==> config.mk <==
export PLATFORM = sky130hd
export DESIGN_NAME = dhcp_client_fsm_core
export DESIGN_NICKNAME = d
export VERILOG_FILES = /design/src/rtl/dhcp_pkg.sv /design/src/rtl/dhcp_cfg_regs.sv /design/src/rtl/dhcp_seq.sv /design/src/rtl/dhcp_client_fsm_core.sv
export SDC_FILE = /design/constraint.sdc
export NUM_CORES = 2
export LEC_CHECK = 0
export BUFFER_PORTS_ARGS = -buffer_cell sky130_fd_sc_hd__buf_2
export CAP_MARGIN = 20
export CORE_MARGIN = 10
export CORE_UTILIZATION = 33
export DETAILED_ROUTE_END_ITERATION = 10
export GPL_TIMING_DRIVEN = 0
export SLEW_MARGIN = 30
export SYNTH_ARGS = -nofsm -noshare
export SYNTH_HDL_FRONTEND = slang
export SYNTH_SLANG_ARGS = --single-unit
==> constraint.sdc <==
create_clock -name clk_i -period 9.8 [get_ports clk_i]
set_input_delay 0 -clock clk_i [delete_from_list [all_inputs] [get_ports clk_i]]
set_output_delay 0 -clock clk_i [all_outputs]
set_load 0.005 [all_outputs]
==> src/rtl/dhcp_pkg.sv <==
// Package for the DHCP client sequencer: state encoding, message codes,
// register indexes and reset values, and the structs passed between modules.
// No dependencies.
package dhcp_pkg;

  // Client states; code 7 is unused
  typedef enum logic [2:0] {
    ST_IDLE       = 3'd0,
    ST_DISC_SENT  = 3'd1,
    ST_WAIT_OFFER = 3'd2,
    ST_REQ_SENT   = 3'd3,
    ST_WAIT_ACK   = 3'd4,
    ST_BOUND      = 3'd5,
    ST_ERROR      = 3'd6
  } state_e;

  // Item opcodes
  localparam logic OP_POLL  = 1'b0;
  localparam logic OP_START = 1'b1;

  // Message type option values
  localparam logic [7:0] MSG_OFFER = 8'd2;
  localparam logic [7:0] MSG_ACK   = 8'd5;
  localparam logic [7:0] MSG_NAK   = 8'd6;

  // Lease assumed when an ACK carries no lease option
  localparam logic [31:0] DEFAULT_LEASE = 32'd86400;

  // Register indexes on the configuration port
  localparam logic [2:0] CFG_XID       = 3'd0;
  localparam logic [2:0] CFG_TMO_BASE  = 3'd1;
  localparam logic [2:0] CFG_TMO_CAP   = 3'd2;
  localparam logic [2:0] CFG_RETRY_LIM = 3'd3;
  localparam logic [2:0] CFG_ERR_DELAY = 3'd4;
  localparam logic [2:0] CFG_TPS       = 3'd5;

  // Register reset values
  localparam logic [31:0] RST_XID       = 32'h1234_5678;
  localparam logic [15:0] RST_TMO_BASE  = 16'd500;
  localparam logic [15:0] RST_TMO_CAP   = 16'd6400;
  localparam logic [2:0]  RST_RETRY_LIM = 3'd3;
  localparam logic [15:0] RST_ERR_DELAY = 16'd2000;
  localparam logic [9:0]  RST_TPS       = 10'd100;

  // Configuration register set
  typedef struct packed {
    logic [31:0] xid;
    logic [15:0] tmo_base;
    logic [15:0] tmo_cap;
    logic [2:0]  retry_lim;
    logic [15:0] err_delay;
    logic [9:0]  tps;
  } cfg_t;

  // One input item
  typedef struct packed {
    logic        opcode;
    logic [63:0] now_ticks;
    logic        send_ok;
    logic        pkt_valid;
    logic [31:0] pkt_xid;
    logic [7:0]  pkt_msg_type;
    logic [31:0] pkt_your_ip;
    logic [31:0] pkt_server_id;
    logic        pkt_server_id_present;
    logic [31:0] pkt_source_ip;
    logic [31:0] pkt_lease_seconds;
    logic        pkt_lease_present;
  } item_t;

  // One result item
  typedef struct packed {
    logic [2:0]  client_state;
    logic        send_discover;
    logic        send_request;
    logic        bound_now;
    logic [31:0] assigned_ip;
    logic [31:0] requested_ip;
    logic [31:0] server_ip;
    logic [31:0] lease_length;
    logic [63:0] renew_at;
  } res_t;

endpackage

==> src/rtl/dhcp_cfg_regs.sv <==
// Configuration register file for the DHCP client sequencer.
// Depends on dhcp_pkg for the register indexes, reset values and cfg_t.
module dhcp_cfg_regs (
  input  logic               clk_i,
  input  logic               rst_ni,
  input  logic               cfg_valid_i,
  output logic               cfg_ready_o,
  input  logic [2:0]         cfg_index_i,
  input  logic [31:0]        cfg_data_i,
  output dhcp_pkg::cfg_t     cfg_o
);
  import dhcp_pkg::*;

  cfg_t cfg_q, cfg_d;

  // Always able to take a write
  assign cfg_ready_o = 1'b1;

  // Register decode; unknown indexes are dropped
  always_comb begin
    cfg_d = cfg_q;
    if (cfg_valid_i) begin
      unique case (cfg_index_i)
        CFG_XID:       cfg_d.xid       = cfg_data_i;
        CFG_TMO_BASE:  cfg_d.tmo_base  = cfg_data_i[15:0];
        CFG_TMO_CAP:   cfg_d.tmo_cap   = cfg_data_i[15:0];
        CFG_RETRY_LIM: cfg_d.retry_lim = cfg_data_i[2:0];
        CFG_ERR_DELAY: cfg_d.err_delay = cfg_data_i[15:0];
        CFG_TPS:       cfg_d.tps       = cfg_data_i[9:0];
        default:       cfg_d = cfg_q;
      endcase
    end
  end

  always_ff @(posedge clk_i or negedge rst_ni) begin
    if (!rst_ni) begin
      cfg_q.xid       <= RST_XID;
      cfg_q.tmo_base  <= RST_TMO_BASE;
      cfg_q.tmo_cap   <= RST_TMO_CAP;
      cfg_q.retry_lim <= RST_RETRY_LIM;
      cfg_q.err_delay <= RST_ERR_DELAY;
      cfg_q.tps       <= RST_TPS;
    end else begin
      cfg_q <= cfg_d;
    end
  end

  assign cfg_o = cfg_q;

endmodule

==> src/rtl/dhcp_seq.sv <==
// Client state machine: state, retry and tick counters, lease bookkeeping,
// and the result for the item held in the input register. Depends on dhcp_pkg.
module dhcp_seq (
  input  logic            clk_i,
  input  logic            rst_ni,
  input  logic            advance_i,
  input  dhcp_pkg::item_t item_i,
  input  dhcp_pkg::cfg_t  cfg_i,
  output dhcp_pkg::res_t  res_o
);
  import dhcp_pkg::*;

  state_e      state_q, state_d;
  logic [2:0]  retry_q, retry_d;
  logic [15:0] tick_q, tick_d;
  logic [31:0] offered_q, offered_d;
  logic [31:0] server_q, server_d;
  logic [31:0] lease_q, lease_d;
  logic [63:0] renew_q, renew_d;
  logic        lcfg_q, lcfg_d;

  logic        disc, req, bound;
  logic        is_poll, is_start, start_ok;
  logic        match, offer_hit, ack_hit, nak_hit, renew_hit;
  logic [15:0] tick_inc;
  logic [22:0] tmo_shift;
  logic [15:0] tmo;
  logic        timed_out, can_retry, err_expired;
  logic [31:0] lease_new;
  logic [41:0] lease_ticks;
  logic [63:0] renew_new;

  // Item decode and packet filtering
  assign is_start  = item_i.opcode == OP_START;
  assign is_poll   = item_i.opcode == OP_POLL;
  assign start_ok  = (state_q == ST_IDLE) || (state_q == ST_ERROR);
  assign match     = item_i.pkt_valid && (item_i.pkt_xid == cfg_i.xid);
  assign offer_hit = match && (item_i.pkt_msg_type == MSG_OFFER);
  assign ack_hit   = match && (item_i.pkt_msg_type == MSG_ACK);
  assign nak_hit   = match && (item_i.pkt_msg_type == MSG_NAK);
  assign renew_hit = is_poll && (state_q == ST_BOUND) && lcfg_q &&
                     (renew_q != 64'd0) && (item_i.now_ticks >= renew_q);

  // Saturating tick and backed-off timeout
  assign tick_inc    = (tick_q != 16'hFFFF) ? tick_q + 16'd1 : tick_q;
  assign tmo_shift   = {7'd0, cfg_i.tmo_base} << retry_q;
  assign tmo         = (tmo_shift > {7'd0, cfg_i.tmo_cap}) ? cfg_i.tmo_cap : tmo_shift[15:0];
  assign timed_out   = tick_inc >= tmo;
  assign can_retry   = retry_q < cfg_i.retry_lim;
  assign err_expired = tick_inc >= cfg_i.err_delay;

  // Renewal point at half the lease
  assign lease_new   = item_i.pkt_lease_present ? item_i.pkt_lease_seconds : DEFAULT_LEASE;
  assign lease_ticks = {10'd0, lease_new} * {32'd0, cfg_i.tps};
  assign renew_new   = item_i.now_ticks + {23'd0, lease_ticks[41:1]};

  // Next state and counters
  always_comb begin
    state_d = state_q;
    retry_d = retry_q;
    tick_d  = tick_q;
    if (is_start) begin
      if (start_ok) begin
        state_d = item_i.send_ok ? ST_DISC_SENT : ST_ERROR;
        retry_d = '0;
        tick_d  = '0;
      end
    end else if (renew_hit) begin
      state_d = ST_IDLE;
      retry_d = '0;
      tick_d  = '0;
    end else begin
      unique case (state_q)
        ST_DISC_SENT: begin
          state_d = ST_WAIT_OFFER;
          tick_d  = '0;
        end
        ST_REQ_SENT: begin
          state_d = ST_WAIT_ACK;
          tick_d  = '0;
        end
        ST_WAIT_OFFER, ST_WAIT_ACK: begin
          if (offer_hit && state_q == ST_WAIT_OFFER) begin
            state_d = item_i.send_ok ? ST_REQ_SENT : ST_ERROR;
            retry_d = '0;
            tick_d  = '0;
          end else if ((ack_hit || nak_hit) && state_q == ST_WAIT_ACK) begin
            state_d = ack_hit ? ST_BOUND : ST_ERROR;
            retry_d = '0;
            tick_d  = '0;
          end else if (!timed_out) begin
            tick_d = tick_inc;
          end else if (can_retry && item_i.send_ok) begin
            state_d = (state_q == ST_WAIT_OFFER) ? ST_DISC_SENT : ST_REQ_SENT;
            retry_d = retry_q + 3'd1;
            tick_d  = '0;
          end else begin
            state_d = ST_ERROR;
            retry_d = '0;
            tick_d  = '0;
          end
        end
        ST_ERROR: begin
          if (err_expired) begin
            state_d = item_i.send_ok ? ST_DISC_SENT : ST_ERROR;
            retry_d = '0;
            tick_d  = '0;
          end else begin
            tick_d = tick_inc;
          end
        end
        default: state_d = state_q;
      endcase
    end
  end

  // Pulses and lease / address bookkeeping
  always_comb begin
    disc      = 1'b0;
    req       = 1'b0;
    bound     = 1'b0;
    offered_d = offered_q;
    server_d  = server_q;
    lease_d   = lease_q;
    renew_d   = renew_q;
    lcfg_d    = lcfg_q;
    if (is_start) begin
      disc = start_ok;
    end else if (renew_hit) begin
      renew_d = '0;
      lcfg_d  = 1'b0;
    end else begin
      unique case (state_q)
        ST_WAIT_OFFER: begin
          if (offer_hit) begin
            offered_d = item_i.pkt_your_ip;
            server_d  = item_i.pkt_server_id_present ? item_i.pkt_server_id
                                                     : item_i.pkt_source_ip;
            req       = 1'b1;
          end else begin
            disc = timed_out && can_retry;
          end
        end
        ST_WAIT_ACK: begin
          if (ack_hit) begin
            lease_d = lease_new;
            renew_d = renew_new;
            lcfg_d  = 1'b1;
            bound   = 1'b1;
          end else if (!nak_hit) begin
            req = timed_out && can_retry;
          end
        end
        ST_ERROR: begin
          if (err_expired) begin
            lcfg_d  = 1'b0;
            renew_d = '0;
            disc    = 1'b1;
          end
        end
        default: disc = 1'b0;
      endcase
    end
  end

  // State registers advance once per transfer into the result register
  always_ff @(posedge clk_i or negedge rst_ni) begin
    if (!rst_ni) begin
      state_q   <= ST_IDLE;
      retry_q   <= '0;
      tick_q    <= '0;
      offered_q <= '0;
      server_q  <= '0;
      lease_q   <= '0;
      renew_q   <= '0;
      lcfg_q    <= 1'b0;
    end else if (advance_i) begin
      state_q   <= state_d;
      retry_q   <= retry_d;
      tick_q    <= tick_d;
      offered_q <= offered_d;
      server_q  <= server_d;
      lease_q   <= lease_d;
      renew_q   <= renew_d;
      lcfg_q    <= lcfg_d;
    end
  end

  // Result for this item
  always_comb begin
    res_o.client_state  = state_d;
    res_o.send_discover = disc;
    res_o.send_request  = req;
    res_o.bound_now     = bound;
    res_o.assigned_ip   = bound ? item_i.pkt_your_ip : 32'd0;
    res_o.requested_ip  = offered_d;
    res_o.server_ip     = server_d;
    res_o.lease_length  = lease_d;
    res_o.renew_at      = renew_d;
  end

endmodule

==> src/rtl/dhcp_client_fsm_core.sv <==
// Top level of the DHCP client sequencer: input register, result register
// and handshakes. Depends on dhcp_pkg, dhcp_cfg_regs and dhcp_seq.
//
//  channel  | handshake              | payload
//  ---------+------------------------+-----------------------------------
//  item in  | in_valid_i / in_stall_o   | opcode_i .. pkt_lease_present_i
//  result   | out_valid_o / out_stall_i | client_state_o .. renew_at_o
//  config   | cfg_valid_i / cfg_ready_o | cfg_index_i, cfg_data_i
//
// An item is registered on transfer and its result when it advances; one item
// is taken every cycle unless the result stalls. The state machine, the
// 32x10 lease multiply and the 64-bit renewal add sit between the input and
// result registers. Reset clears the valid flags and the sequencer state and
// loads the configuration defaults. A stalled result holds the input
// register; the input side stalls only when both registers are full.
module dhcp_client_fsm_core (
  input  logic        clk_i,
  input  logic        rst_ni,
  // configuration
  input  logic        cfg_valid_i,
  output logic        cfg_ready_o,
  input  logic [2:0]  cfg_index_i,
  input  logic [31:0] cfg_data_i,
  // items
  input  logic        in_valid_i,
  output logic        in_stall_o,
  input  logic        opcode_i,
  input  logic [63:0] now_ticks_i,
  input  logic        send_ok_i,
  input  logic        pkt_valid_i,
  input  logic [31:0] pkt_xid_i,
  input  logic [7:0]  pkt_msg_type_i,
  input  logic [31:0] pkt_your_ip_i,
  input  logic [31:0] pkt_server_id_i,
  input  logic        pkt_server_id_present_i,
  input  logic [31:0] pkt_source_ip_i,
  input  logic [31:0] pkt_lease_seconds_i,
  input  logic        pkt_lease_present_i,
  // results
  output logic        out_valid_o,
  input  logic        out_stall_i,
  output logic [2:0]  client_state_o,
  output logic        send_discover_o,
  output logic        send_request_o,
  output logic        bound_now_o,
  output logic [31:0] assigned_ip_o,
  output logic [31:0] requested_ip_o,
  output logic [31:0] server_ip_o,
  output logic [31:0] lease_length_o,
  output logic [63:0] renew_at_o
);
  import dhcp_pkg::*;

  cfg_t  cfg;
  item_t item_in;
  item_t item_q;
  res_t  res, res_q;
  logic  in_vld_q, in_vld_d;
  logic  out_vld_q, out_vld_d;
  logic  out_free, advance, in_xfer;

  dhcp_cfg_regs u_cfg (
    .clk_i       (clk_i),
    .rst_ni      (rst_ni),
    .cfg_valid_i (cfg_valid_i),
    .cfg_ready_o (cfg_ready_o),
    .cfg_index_i (cfg_index_i),
    .cfg_data_i  (cfg_data_i),
    .cfg_o       (cfg)
  );

  // Gather the item fields
  always_comb begin
    item_in.opcode                = opcode_i;
    item_in.now_ticks             = now_ticks_i;
    item_in.send_ok               = send_ok_i;
    item_in.pkt_valid             = pkt_valid_i;
    item_in.pkt_xid               = pkt_xid_i;
    item_in.pkt_msg_type          = pkt_msg_type_i;
    item_in.pkt_your_ip           = pkt_your_ip_i;
    item_in.pkt_server_id         = pkt_server_id_i;
    item_in.pkt_server_id_present = pkt_server_id_present_i;
    item_in.pkt_source_ip         = pkt_source_ip_i;
    item_in.pkt_lease_seconds     = pkt_lease_seconds_i;
    item_in.pkt_lease_present     = pkt_lease_present_i;
  end

  // Pipeline flow control
  assign out_free   = !out_vld_q || !out_stall_i;
  assign advance    = in_vld_q && out_free;
  assign in_stall_o = in_vld_q && !out_free;
  assign in_xfer    = in_valid_i && !in_stall_o;
  assign in_vld_d   = in_xfer || (in_vld_q && !advance);
  assign out_vld_d  = advance || (out_vld_q && out_stall_i);

  dhcp_seq u_seq (
    .clk_i     (clk_i),
    .rst_ni    (rst_ni),
    .advance_i (advance),
    .item_i    (item_q),
    .cfg_i     (cfg),
    .res_o     (res)
  );

  // Valid flags
  always_ff @(posedge clk_i or negedge rst_ni) begin
    if (!rst_ni) begin
      in_vld_q  <= 1'b0;
      out_vld_q <= 1'b0;
    end else begin
      in_vld_q  <= in_vld_d;
      out_vld_q <= out_vld_d;
    end
  end

  // Payload registers
  always_ff @(posedge clk_i) begin
    if (in_xfer) begin
      item_q <= item_in;
    end
    if (advance) begin
      res_q <= res;
    end
  end

  assign out_valid_o     = out_vld_q;
  assign client_state_o  = res_q.client_state;
  assign send_discover_o = res_q.send_discover;
  assign send_request_o  = res_q.send_request;
  assign bound_now_o     = res_q.bound_now;
  assign assigned_ip_o   = res_q.assigned_ip;
  assign requested_ip_o  = res_q.requested_ip;
  assign server_ip_o     = res_q.server_ip;
  assign lease_length_o  = res_q.lease_length;
  assign renew_at_o      = res_q.renew_at;

endmodule
Word level (Yosys, flattened, before mapping)
Index checks and enable logic that the tools add are counted.
- register bits: 713
- latch bits: 0
- RAM bits: 0
- bits in read-only memories: 0
- input port bits: 277
- output and inout bits: 201
- logic and storage cells: 182
- memories kept: 0
- add/subtract/negate cells: 3
- multipliers: 1
- divide/modulo/power cells: 0
- order comparisons: 5
- eq/ne operators: 21
- shift operators: 1
- multiplexer cells: 68
- bitwise logic cells: 1
- reduce and logical (&&, ||, !) cells: 45
- operators with widths (operator ; count):
    $mux W32 ; 14
    $mux W64 ; 4
    $mux W16 ; 9
    $pmux W64 S2 ; 1
    $add A64 B41 Y64 ; 1
    $ge A64 B64 Y1 ; 1
    $reduce_bool A64 Y1 ; 1
    $mux W3 ; 18
    $pmux W16 S3 ; 1
    $mul A32 B10 Y42 ; 1
    $eq A32 B32 Y1 ; 1
    $ge A16 B16 Y1 ; 2
    $gt A23 B16 Y1 ; 1
    $shl A16 B3 Y23 ; 1
    $logic_and A1 B1 Y1 ; 17
    $add A16 B1 Y16 const B ; 1
    $eq A8 B3 Y1 const B ; 2
    $ne A16 B16 Y1 const B ; 1
    $eq A3 B3 Y1 const B ; 5
    $mux W1 ; 14
    $eq A3 B2 Y1 const B ; 4
    $pmux W3 S4 ; 1
    $reduce_and A2 Y1 ; 6
    $reduce_and A5 Y1 ; 2
    other kinds (20) ; 36

Depth between registers and ports, before layout
- word-level depth: 10
- depth in mapped cells: 35
- mapped depth without buffers: 33

By module
A second synthesis with hierarchy kept.
- cells, all modules: 3945
- area total of the unflattened synthesis: 43849.6 µm²
- modules (own cells, without submodules) (module ; instances ; cells each ; area an instance (µm²) ; seq. area each (µm²)):
    dhcp_seq ; 1 ; 3298 ; 26940.8 ; 4579.4
    dhcp_client_fsm_core ; 1 ; 443 ; 13155.1 ; 13112.6
    dhcp_cfg_regs ; 1 ; 204 ; 3753.6 ; 2368.5

Worst setup path after synthesis
OpenSTA, ideal clock, no wires.
- kind: flip-flop to flip-flop
- start point: reg item_q[0] (netlist name)
- end point: reg res_q, in the netlist renew_at_o[63] (data pin)
- library setup time: 0.268 ns
- arrival time: 8.123 ns
- data required time: 9.532 ns
- slack: 1.409 ns
- cell stages (with the launch flop): 33
- period minus slack after synthesis: 8.391 ns
- path through: edfxtp_1 > clkbuf_1 > clkbuf_1 > buf_1 > nand3_1 > fa_1 > inv_1 > fa_1 > fa_1 > fa_1 > inv_1 > fa_1 > inv_1 > ha_1 > a21o_1 > a21o_1 > a221oi_1 > nor3_1 > or3_1 > a221o_1 > a21o_1 > a31oi_1 > xnor2_1 > ha_1 > nand2_1 > nor3b_1 > and3_1 > o2111ai_1 > a211oi_1 > nor2_1 > nor3b_1 > xnor2_1 > o21ai_0
- RTL lines (what ; line ; RTL):
    start, declared ; dhcp_client_fsm_core.sv:56 ; item_t item_q;
    start signal, assigned ; dhcp_client_fsm_core.sv:119 ; item_q <= item_in;
    end signal, assigned ; dhcp_client_fsm_core.sv:122 ; res_q <= res;
    end, declared ; dhcp_client_fsm_core.sv:57 ; res_t res, res_q;

==> run metrics <==
outcome=completed; # H-tree levels=3; die footprint=148000 um2; Initial Utilization=33.3%; Synth area leaders=edfxtp_1 30%, dfrtp_1 14%, fa_1 11%; worst hold stages=2; final worst path period need=9.41 ns; largest net degree at the start of global routing=84; core area=132000 um2; Synth Instances=4005; Mapped Area=43800 um2; Final Cycle Share=96.0%; R2R Setup Slk=0.39 ns; share of the synthesized area in the top cell type=29.8%; vias in the first global route=36.1k; WP buf/inv=5; fin area=55600 um2; Netlist cell types=82; area taken by multi-input logic gates=21700 um2; clk sinks=713; startpoint types=flop; Placer Congestion=0.915; fill cell count=12.4k; DP Worst Slack=-1.16 ns; slew margin rel.=31.7%; ys flop type=edfxtp_1; DRC viols=0; Slew @ Worst Pin=1.02 ns; Routed WL=151 mm; Hold Path End=item_q[62]; Crit Path Max Fanout=10; Leak=24.8 nW; max-cap viol count=0; area delta synth->final=27.0%; Iteration-0 DRC Markers=2565; final core occ=42.2%; Post-synth EDFFs=435; most used cell, CP=fa_1; Worst-path clk slew=0.06 ns; asr flop ratio synth=39.0%; Ys Warns=0; GRT Total Usage=20.0%; fin cells=6803; Setup crit end kind=flop; CTS buffer count=84; Die Ht=384 um; TritonCTS clock tree=done; Worst Hold Launch=pkt_source_ip_i[29]; Final Net Count=5725; boundary pin count=478; clock buffer depth=3; final setup violation count=0; clock root buffer=clkbuf_16; Power Total=20.6 mW; Die W=384 um; num rows=133; slowest stage delay, CP=0.60 ns; Hold Fails Final Rpt=0; via count=35.1k; max-slew violations=0; GRT overflow=0; largest area contributor in the netlist=edfxtp_1; critical path type=reg -> reg; Final WS setup=0.390 ns; Seq/Total Area, Yosys=45.8%; Register Area=20100 um2; PortBufs=476; TritonRoute pass-1 iters=5; Placed Area=48700 um2; clk_lat worst skew=0.69 ns; Data required, critical path=10.30 ns; DR vias/cell=5.16; Hold Crit Class=in -> reg; RR Endpoint=renew_at_o[59]; antenna violations before repair=21; Antenna Violating Nets Remaining=0; R2R cell count=30; synthesized area per cell=10.9 um2; placed cells=6248; slowest CP cell=buf_1; power per cell area=370 nW/um2; Peak VDD IR=0.762 mV; flops & latches, synth=713; TNS Setup=0 ns; first-pass GRT wire length=225 mm; syn nets=4764; WHS=0.0296 ns; WL/cell=22.2 um; Reg-to-Reg Start=u_cfg.cfg_o[6]; Highest Clock Rate=0.106 GHz; clock skew=0.0240 ns; share of cells above drive strength 1=17.6%; RSZ-0062 raised after global routing=yes; CP arrival=9.91 ns; dpl hpwl=114 mm; CP top delay family=adder cells
==> cell type report <==
class / instances / area share, %
diodes: 10 / 0.0450
plain buffers: 196 / 1.53
clock buffers: 110 / 4.12
clock inverters: 48 / 0.991
inverters: 357 / 2.42
multi-input cells: 2739 / 39.0
flip-flops and latches: 713 / 36.1
well taps: 1755 / 3.95
repair buffers: 875 / 11.8
==> Yosys cell counts (6+ instances only) <==
cell and instances:
xnor2_1 74, nor2b_1 20, nand3_1 91, o21bai_1 18, buf_1 13, nand2_1 494
mux2_4 32, nor4_1 33, a21o_1 54, and4_1 8, dfrtp_1 245, nor2_1 134
o21a_1 21, o22ai_1 44, and2_1 91, a211oi_1 16, o31ai_1 19, clkbuf_1 158
and3_1 151, nand4_1 40, ha_1 243, a31oi_1 13, mux2_2 107, mux2i_1 68
nand2b_1 30, buf_2 20, a2111oi_0 7, xor2_1 57, or2_2 13, nor3b_1 9
dfstp_2 33, nor3_1 33, fa_1 239, inv_1 357, or3_1 16, o21ai_0 262
o211ai_1 12, edfxtp_1 435, a21oi_1 145, o21ai_1 35, a22o_1 14, a22oi_1 11
a21boi_0 7, o31a_1 6, a211o_1 7
==> worst register-to-register path: cells and delay by family (launching register included) <==
kind / cells / cell delay [ns]
flops: 1 / 0.59
compound gates: 12 / 3.00
buf+inv: 5 / 0.93
xor+xnor: 2 / 0.39
fa+ha+maj: 7 / 3.30
simple gates: 4 / 1.03
==> sequential cells by signal, indices dropped and copies added, names as in the netlist, 16 cells and up <==
signal           count
u_seq.renew_q       64
item_q             237
server_ip_o         32
requested_ip_o      32
u_seq.lease_q       32
u_seq.tick_q        16
lease_length_o      32
u_seq.server_q      32
assigned_ip_o       32
u_cfg.cfg_o         93
u_seq.offered_q     32
renew_at_o          64
==> where the power goes <==
group | internal (mW) | switching (mW) | total (mW)
clock | 1.88 | 1.35 | 3.24
sequential | 3.46 | 0.175 | 3.64
combinational | 5.27 | 8.44 | 13.7
total | 10.6 | 9.97 | 20.6
==> metal layers <==
metal / share of wire, % / track usage [%] / vias to the layer above
met5: 0.021 / 0 / -
met4: 5.1 / 9.31 / 6
met3: 7.1 / 4.41 / 325
met2: 48 / 32.9 / 1256
met1: 40 / 25.0 / 17500
li1: - / - / 16000
==> how the worst max path moves through the flow <==
| stage | slack, ns | endpoint | cells after the start | start |
|---|---|---|---|---|
| detailed placement | -1.16 | renew_at_o[59] | 32 | item_q[0] |
| global route | -0.03 | renew_at_o[52] | 32 | item_q[0] |
| finish | 0.39 | renew_at_o[59] | 30 | u_cfg.cfg_o[6] |
| floorplan | 1.41 | renew_at_o[63] | 32 | item_q[0] |
| CTS | 0.08 | renew_at_o[59] | 33 | item_q[0] |
| global placement | -1.08 | renew_at_o[50] | 31 | item_q[0] |
==> logic make-up after synthesis <==
logic type | share of synthesized area [%]
mux | 5.43
xor+xnor | 2.62
simple gates | 13.2
flops | 45.8
buf+inv | 4.88
compound gates | 10.2
fa+ha+maj | 17.9
other cells | 0.00857
==> cells in the final DEF (no fill, tap or decap), types with 145 or more instances in the layout <==
| master | instances |
|---|---|
| a21oi_1 | 145 |
| and3_1 | 151 |
| buf_2 | 495 |
| clkbuf_1 | 154 |
| dfrtp_1 | 245 |
| dlygate4sd3_1 | 381 |
| edfxtp_1 | 435 |
| fa_1 | 239 |
| ha_1 | 242 |
| inv_1 | 356 |
| nand2_1 | 494 |
| o21ai_0 | 260 |
==> timing repair <==
| action | CTS | global route |
|---|---|---|
| endpoints found under the setup margin | 67 | 59 |
| endpoints found under the hold margin | 489 | 0 |
| pin swaps | 2 | 3 |
| gates resized for setup | 16 | 52 |
| buffers inserted | 2 | 3 |
| hold buffers | 382 | 0 |
Note: power is estimated with default switching activity, not from simulation.
